==> src/obm_prio_cmp.sv <==
// Price-time priority compare used by every step of the best-order search.
module obm_prio_cmp (
	input  logic        buy_in,
	input  logic        best_valid,
	input  logic [31:0] cand_price,
	input  logic [31:0] cand_age,
	input  logic [31:0] best_price,
	input  logic [31:0] best_age,
	output logic        take
);
	logic better_price;

	// A buyer prefers the lowest ask, a seller the highest bid.
	assign better_price = buy_in ? (cand_price < best_price) : (cand_price > best_price);

	always_comb begin
		if (!best_valid) begin
			take = 1'b1;
		end else if (cand_price != best_price) begin
			take = better_price;
		end else begin
			// At equal price the older order wins; equal ages keep the lower index, as slots are scanned upward.
			take = cand_age > best_age;
		end
	end
endmodule

==> config.mk <==
export PLATFORM = sky130hd
export DESIGN_NAME = obm_prio_cmp
export DESIGN_NICKNAME = d
export VERILOG_FILES = /design/src/obm_prio_cmp.sv
export SDC_FILE = /design/constraint.sdc
export NUM_CORES = 1
export LEC_CHECK = 0
export BUFFER_PORTS_ARGS = -buffer_cell sky130_fd_sc_hd__buf_2
export CORE_MARGIN = 2
export CORE_UTILIZATION = 35
export DETAILED_ROUTE_END_ITERATION = 10
export PLACE_DENSITY = 0.81
export RECOVER_POWER = 100
export SLEW_MARGIN = 10
export SYNTH_ARGS = -nofsm -noshare
export SYNTH_HDL_FRONTEND = slang
export SYNTH_SLANG_ARGS = --single-unit
==> constraint.sdc <==
create_clock -name vclk -period 2.3
set_clock_uncertainty 0.2 [all_clocks]
set_input_delay 0.115 -clock vclk [all_inputs]
set_output_delay 0.115 -clock vclk [all_outputs]
set_load 0.05 [all_outputs]
==> results of run 1 <==
[path summary, 6_finish.rpt]
kind  endpoint      startpoint
max       take  cand_price[11]
min       take      best_valid
[power breakdown]
| group | internal [mW] | total, mW | switching (mW) |
|---|---|---|---|
| logic | 0.236 | 0.433 | 0.197 |
| clock network | 0 | 0 | 0 |
| registers | 0 | 0 | 0 |
| total | 0.236 | 0.433 | 0.197 |
[layout by cell type, fill, tap and decap left out, drive strengths merged]
cell type  instances
nor2               3
o211ai             2
a21o              12
buf              133
nand4             10
a21oi             16
nand3              6
and2               2
or4b               1
nor4               1
a211oi             2
xnor2              1
o311ai             1
ha                64
nor2b              3
inv               65
a221oi             4
o21ai              6
a21boi             1
a221o              2
nand2             10
o21a               1
a311oi             1
and4               7
nor3               1
[metal layers]
| metal | GRT usage | part of all wire | vias to the layer above |
|---|---|---|---|
| li1 | - | - | 1051 |
| met1 | 0.1857 | 0.38 | 839 |
| met2 | 0.3354 | 0.54 | 79 |
| met3 | 0.009669 | 0.073 | 2 |
| met4 | 0.002058 | 0.0031 | 0 |
| met5 | 0 | 0 | - |
[layout make-up]
| cell class | count | area [µm²] |
|---|---|---|
| Multi-Input combinational cell | 157 | 1642 |
| Tap cell | 52 | 65.06 |
| Inverter | 65 | 244.0 |
| Timing Repair Buffer | 133 | 683.2 |
| Fill cell | 423 | 1810 |
[per-stage QoR]
stage	setup TNS [ns]	instance area, µm²	power [mW]	util
detailed placement	-0.1200	2386	0.3668	0.5369
global placement	-0.1051	2386	0.3525	0.5369
global route	-0.05133	2634	0.4942	0.5926
CTS	0	2427	0.3824	0.5462
floorplan	0	1650	0.2043	-
finish	0	2634	0.4333	0.5926
[cells by family after synthesis]
| logic type | count (synthesis) | synth area share |
|---|---|---|
| and+or+nand+nor | 44 | 0.1638 |
| xor gates and xnor gates | 1 | 0.005308 |
| adders and majority gates | 64 | 0.4852 |
| AOI/OAI and AO/OA | 48 | 0.1979 |
| buffers and inverters | 65 | 0.1478 |
[what timing repair did]
action                     in CTS  in global routing
gates resized for setup         6                 36
pin swaps                       1                 13
setup endpoints to repair       1                  1
hold endpoints to repair        0                  0
==> run_results.csv, run 1 <==
group,metric,value,unit
status,outcome,"finished clean",
global_route,grt_max_degree,4,
synth,ys.warnings.count,0,
synth,synth_area,0.001650,mm²
power_and_ir_drop,powerDensity,164.5,mW/mm²
routing,dr_total_vias,1971,
synth,ys_seq_area_frac,0,
placement,port_buffers,131,
final_layout,syn2layout_area_growth,59.59,%
final_layout,seq_cells,0,
timing,rsz0062_at_grt,"true",
die,rows,24,
final_layout,final-seq-area,0,µm²
hold_path,hold_path.class,"input pin to output port",
critical_path,arrival,1.94,ns
timing,relSlewSlack,0.7988,
final_layout,n_antenna_cell,0,
placement,pre_cts_ws,-0.1200,ns
placement,gp_congestion,0.7476,
critical_path,slowest_stage,"or4b_4",
die,die-height,72.67,µm
synth,avgSynthCellArea,7.434,µm²
synth,synth_top_cell_area_share,0.4852,
final_layout,layout-drive-gt1-share,0.4901,
routing,drc,0,
placement,dp.cells,407,
final_layout,fin_cells,407,
critical_path,worstSetupPathType,"input pin to output port",
global_route,grt_pass1_wl,7182,µm
timing,finalCritPeriodShare,0.9799,
synth,syn_nets,416,
synth,synth_most_common_cell,"inv_1",
die,coreArea,0.004444,mm²
run,max_cap_violations,0,
critical_path,critPathBufInv,2,
critical_path,crit_family,"simple AND/OR/NAND/NOR gates",
routing,routed_via_density,4.843,
placement,place_hpwl,4139,µm
critical_path,critical-path-max-stage-delay,0.54,ns
critical_path,critPathMaxFanout,3,
final_layout,nNetsFinal,551,
critical_path,cp_cell_sequence,"buf_2 > ha_4 > nand4_1 > nor3_2 > a21boi_1 > or4b_4 > a21oi_4 > xnor2_1 > o21a_1 > buf_6",
timing,hold_viol,0,
routing,ant_nets,0,
hold_path,hold_depth,4,
routing,wl_per_cell,11.85,µm
timing,min_period,2.254,ns
synth,netlist.top_cell.by_area,"ha_1",
timing,drv_slew,0,
timing,fin_hold_ws,0.4572,ns
final_layout,nClkBuffers,0,
global_route,grt_pass1_vias,1907,
timing,setup_viol,0,
clock_network,postCtsSetupBuffers,0,
routing,routed_wirelength,4821,µm
routing,drt_first_pass_iters,6,
critical_path,crit_cells,10,
die,die_area,0.005280,mm²
clock_network,cts_hold_buffers,0,
die,die_w,72.67,µm
critical_path,cp-end-kind,"output port",
timing,max_freq,443.7,MHz
synth,syn_inst,222,
timing,worst_slew_pin_slew,0.2991,ns
power_and_ir_drop,leakagePower,1.614,nW
synth,synth_cell_type_count,30,
timing,layout_setup_ws,0.04619,ns
synth,synthTopCellsByCount,"65 x inv_1, 64 x ha_1, 15 x a21oi_1, 12 x a21o_1, 10 x nand2_1",
die,pin_count,131,
global_route,grt_remaining_overflow,0,
critical_path,crit_required,1.99,ns
routing,drtIter0Drc,33,
global_route,antenna_found_initial,0,
die,initial_core_util,0.3713,
critical_path,cp-start-kind,"input pin",
power_and_ir_drop,ir_worst_vdd,0.06999,mV
synth,synth.area.top_cells,"ha_1 49%, inv_1 15%, a21o_1 5.5%, a21oi_1 4.5%, nand4_1 3.4%",
global_route,grt_use_total,0.1609,
Power figures use the tool's default switching activity.
==> run 2: changes to the inputs <==
==> constraint.sdc (replaced) <==
create_clock -name vclk -period 2.3
set_clock_uncertainty 0.2 [all_clocks]
set_input_delay 0.46 -clock vclk [all_inputs]
set_output_delay 0.46 -clock vclk [all_outputs]
set_load 0.05 [all_outputs]
==> run_results.csv, run 2 (synthesis gave the netlist of run 1 again) <==
group,metric,value,unit
status,outcome,"complete, but fails checks",
status,violations,"setup timing",
timing,relSlewSlack,0.8011,
routing,routed_via_density,4.850,
hold_path,hold_path.class,"input pin to output port",
timing,min_period,2.932,ns
die,die_w,72.67,µm
placement,place_hpwl,4325,µm
routing,dr_total_vias,2003,
placement,dp.cells,409,
critical_path,cp_cell_sequence,"buf_6 > inv_4 > ha_4 > nand4_1 > nor3_2 > a21boi_2 > or4b_4 > a21oi_2 > xnor2_1 > o21a_2 > buf_8",
global_route,grt_max_degree,4,
timing,finalSetupTns,-0.6320,ns
critical_path,cp-startpoint,"best_price[10]",
critical_path,cp-start-kind,"input pin",
critical_path,crit_family,"simple AND/OR/NAND/NOR gates",
final_layout,nNetsFinal,557,
final_layout,layout-drive-gt1-share,0.5152,
timing,fin_hold_ws,1.134,ns
timing,finalCritPeriodShare,1.275,
die,die-height,72.67,µm
critical_path,critical-path-max-stage-delay,0.52,ns
power_and_ir_drop,leakagePower,1.666,nW
die,coreArea,0.004444,mm²
routing,drc,0,
final_layout,filler_cell_count,385,
routing,wl_per_cell,11.79,µm
critical_path,slowest_stage,"or4b_4",
placement,port_buffers,131,
final_layout,fin_cells,413,
power_and_ir_drop,ir_worst_vdd,0.07239,mV
final_layout,multi_input_area,0.001645,mm²
die,rows,24,
final_layout,nClkBuffers,0,
critical_path,arrival,2.27,ns
hold_path,worst_hold_startpoint,"best_valid",
timing,max_freq,341.1,MHz
global_route,grt_pass1_wl,7755,µm
final_layout,seq_cells,0,
timing,hold_viol,0,
timing,layout_setup_ws,-0.6320,ns
critical_path,cp-end-kind,"output port",
final_layout,final-seq-area,0,µm²
timing,rsz0062_at_grt,"true",
placement,pre_cts_ws,-0.8260,ns
die,die_area,0.005280,mm²
global_route,grt_remaining_overflow,0,
run,max_cap_violations,0,
routing,routed_wirelength,4871,µm
global_route,grt_use_total,0.1723,
critical_path,worstSetupPathType,"input pin to output port",
clock_network,cts_hold_buffers,0,
die,pin_count,131,
final_layout,most-common-layout-cells,"116 x buf_2, 49 x inv_1, 48 x ha_1",
critical_path,crit_required,1.64,ns
critical_path,critPathBufInv,3,
routing,ant_nets,0,
final_layout,n_antenna_cell,0,
power_and_ir_drop,powerDensity,164.0,mW/mm²
die,initial_core_util,0.3713,
routing,drt_first_pass_iters,4,
final_layout,syn2layout_area_growth,69.60,%
global_route,antenna_found_initial,0,
timing,setup_viol,1,
critical_path,critPathMaxFanout,2,
timing,drv_slew,0,
placement,gp_congestion,0.7804,
global_route,grt_pass1_vias,2088,
timing,worst_slew_pin_slew,0.2983,ns
routing,drtIter0Drc,37,
final_layout,layout_commonest_cell,"buf_2",
## run 2: cell count changes in the layout (fill, tap and decap cells not counted), moves of 2 or more
cell     change
buf_2       -13
buf_6       +11
buf_4        +6
buf_8        +2
ha_4         +2
inv_4        +6
o21ai_1      +2
ha_1         -2
inv_1        -6
## run 2: path summary, 6_finish.rpt
kind / cells past startpoint / slack (ns) / to
max: 11 / -0.63 / take
min: 4 / 1.13 / take
## run 2: area by class of cell
type                       count  area share
inverter                      65     0.09700
multi-input combinational    157      0.5878
tap                           52     0.02325
timing repair buffer         139      0.2919
## run 2: what timing repair did
item                                    4_1_cts  5_1_grt
pin swaps                                    15       14
gates resized for setup                      26       19
buffers inserted                              3        1
endpoints found under the setup margin        1        1
## run 2: metrics by stage
step,util,instance area (µm²),total power [mW]
after floorplan,-,1834,0.2261
after global placement,0.5816,2585,0.3917
after detailed placement,0.5816,2585,0.4104
after CTS,0.6095,2709,0.4409
after global routing,0.6298,2799,0.5206
final,0.6298,2799,0.4589
## run 2: routing by layer
metal,part of all wire,track usage
met4,0.0035,0.004115
met2,0.53,0.3788
met1,0.39,0.1774
met3,0.078,0.01796
met5,0,0
## run 2: report_power, final
| group | internal (mW) | switching, mW |
|---|---|---|
| clock network | 0 | 0 |
| registers | 0 | 0 |
| logic | 0.258 | 0.201 |
## run 2: worst min-delay path: stages
cell     delay [ns]
buf_2          0.10
nand2_1        0.05
o21a_2         0.12
buf_8          0.14
==> run 3: changes to the inputs <==
==> constraint.sdc (replaced) <==
create_clock -name vclk -period 2.3
set_clock_uncertainty 0.2 [all_clocks]
set_input_delay 0.345 -clock vclk [all_inputs]
set_output_delay 0.345 -clock vclk [all_outputs]
set_load 0.05 [all_outputs]
==> run_results.csv, run 3 (synthesis gave the netlist of run 1 again) <==
group,metric,value,unit
status,outcome,"complete, but fails checks",
status,violations,"setup timing",
timing,finalSetupTns,-0.4079,ns
global_route,grt_max_degree,4,
timing,finalCritPeriodShare,1.177,
routing,dr_wl_met2,2280,µm
final_layout,layout-drive-gt1-share,0.4846,
hold_path,min_to,"take",
timing,drv_slew,0,
routing,routed_via_density,4.729,
final_layout,finalInstanceArea,0.002656,mm²
clock_network,cts_hold_buffers,0,
routing,routed_wirelength,4469,µm
routing,drt-met1-wl,1857,µm
critical_path,critPathMaxFanout,2,
final_layout,n_antenna_cell,0,
placement,placed_cell_area,0.002585,mm²
global_route,antenna_found_initial,0,
timing,fin_hold_ws,0.9051,ns
placement,port_buffers,131,
die,rows,24,
global_route,grt_pass1_wl,7396,µm
die,die-height,72.67,µm
power_and_ir_drop,p_total,430.5,µW
hold_path,worst_hold_startpoint,"best_valid",
global_route,grt_pass1_vias,1978,
final_layout,nClkBuffers,0,
power_and_ir_drop,leakagePower,1.627,nW
critical_path,worstSetupPathType,"input pin to output port",
critical_path,critical-path-max-stage-delay,0.31,ns
routing,routed.top_layer,"met3",
timing,layout_setup_ws,-0.4079,ns
final_layout,nNetsFinal,553,
die,initial_core_util,0.3713,
timing,relSlewSlack,0.8057,
final_layout,syn2layout_area_growth,60.96,%
power_and_ir_drop,powerDensity,162.1,mW/mm²
timing,setup_viol,1,
hold_path,hold_path.class,"input pin to output port",
final_layout,most-common-layout-cells,"126 x buf_2, 53 x inv_1, 50 x ha_1",
routing,wl_met3,332,µm
final_layout,utilization,0.5977,
final_layout,filler_cell_count,410,
placement,dp.cells,409,
placement,pre_cts_ws,-0.5820,ns
routing,wl_per_cell,10.93,µm
critical_path,cp_cell_sequence,"buf_2 > inv_1 > ha_1 > and2_4 > a221o_1 > a221oi_2 > o21ai_1 > a21oi_2 > xnor2_1 > o21a_2 > buf_8",
routing,drt_first_pass_iters,4,
critical_path,crit_family,"compound AO/OA/AOI/OAI gates",
hold_path,hold_depth,4,
critical_path,slowest_stage,"a221o_1",
timing,min_period,2.708,ns
routing,ant_nets,0,
die,die_w,72.67,µm
critical_path,cp-end-kind,"output port",
power_and_ir_drop,ir_worst_vdd,0.07053,mV
routing,drtIter0Drc,29,
run,max_cap_violations,0,
routing,dr_total_vias,1934,
timing,max_freq,369.3,MHz
die,coreArea,0.004444,mm²
global_route,grt_remaining_overflow,0,
final_layout,final-seq-area,0,µm²
global_route,grt_use_total,0.1652,
critical_path,arrival,2.16,ns
placement,gp_congestion,0.7803,
routing,drc,0,
die,pin_count,131,
final_layout,multi_input_area,0.001608,mm²
timing,rsz0062_at_grt,"true",
placement,place_hpwl,4280,µm
final_layout,layout_commonest_cell,"buf_2",
critical_path,critPathBufInv,3,
final_layout,fin_cells,409,
critical_path,cp-start-kind,"input pin",
timing,hold_viol,0,
clock_network,postCtsSetupBuffers,0,
critical_path,crit_required,1.75,ns
final_layout,seq_cells,0,
timing,worst_slew_pin_slew,0.2915,ns
die,die_area,0.005280,mm²
## run 3: cell count changes in the layout (fill, tap and decap cells not counted), sizes merged
cell / previous run / this run
buf: 139 / 135
## run 3: report_power, final
part / internal [mW] / switching, mW
Sequential: 0 / 0
Clock: 0 / 0
Combinational: 0.241 / 0.190
## run 3: tightest hold or removal path, stage by stage
cell	delay, ns
buf_2	0.10
nand2_1	0.05
o21a_2	0.12
buf_8	0.14
## run 3: timing repair
item	in CTS	in global routing
resized for setup	10	10
endpoints found under the setup margin	1	1
pin swaps	5	11
gates cloned	0	0
## run 3: metal layers
| metal | GRT usage | vias up |
|---|---|---|
| li1 | - | 1055 |
| met1 | 0.1750 | 800 |
| met2 | 0.3576 | 79 |
| met3 | 0.01657 | 0 |
| met4 | 0.004115 | 0 |
| met5 | 0 | - |
## run 3: how the worst max path moves through the flow
| stage | to | cells past startpoint | slack, ns | startpoint |
|---|---|---|---|---|
| after floorplan | take | 9 | -0.22 | best_price[1] |
| after global placement | take | 11 | -0.57 | best_price[1] |
| after detailed placement | take | 11 | -0.58 | best_price[1] |
| after CTS | take | 11 | -0.40 | best_price[9] |
| after global routing | take | 10 | -0.49 | cand_price[26] |
| final | take | 11 | -0.41 | best_price[26] |
## run 3: final cells by class
cell class | count | share of cell area
tap | 52 | 0.02449
inverter | 65 | 0.09750
multi-input combinational | 157 | 0.6053
timing repair buffer | 135 | 0.2727
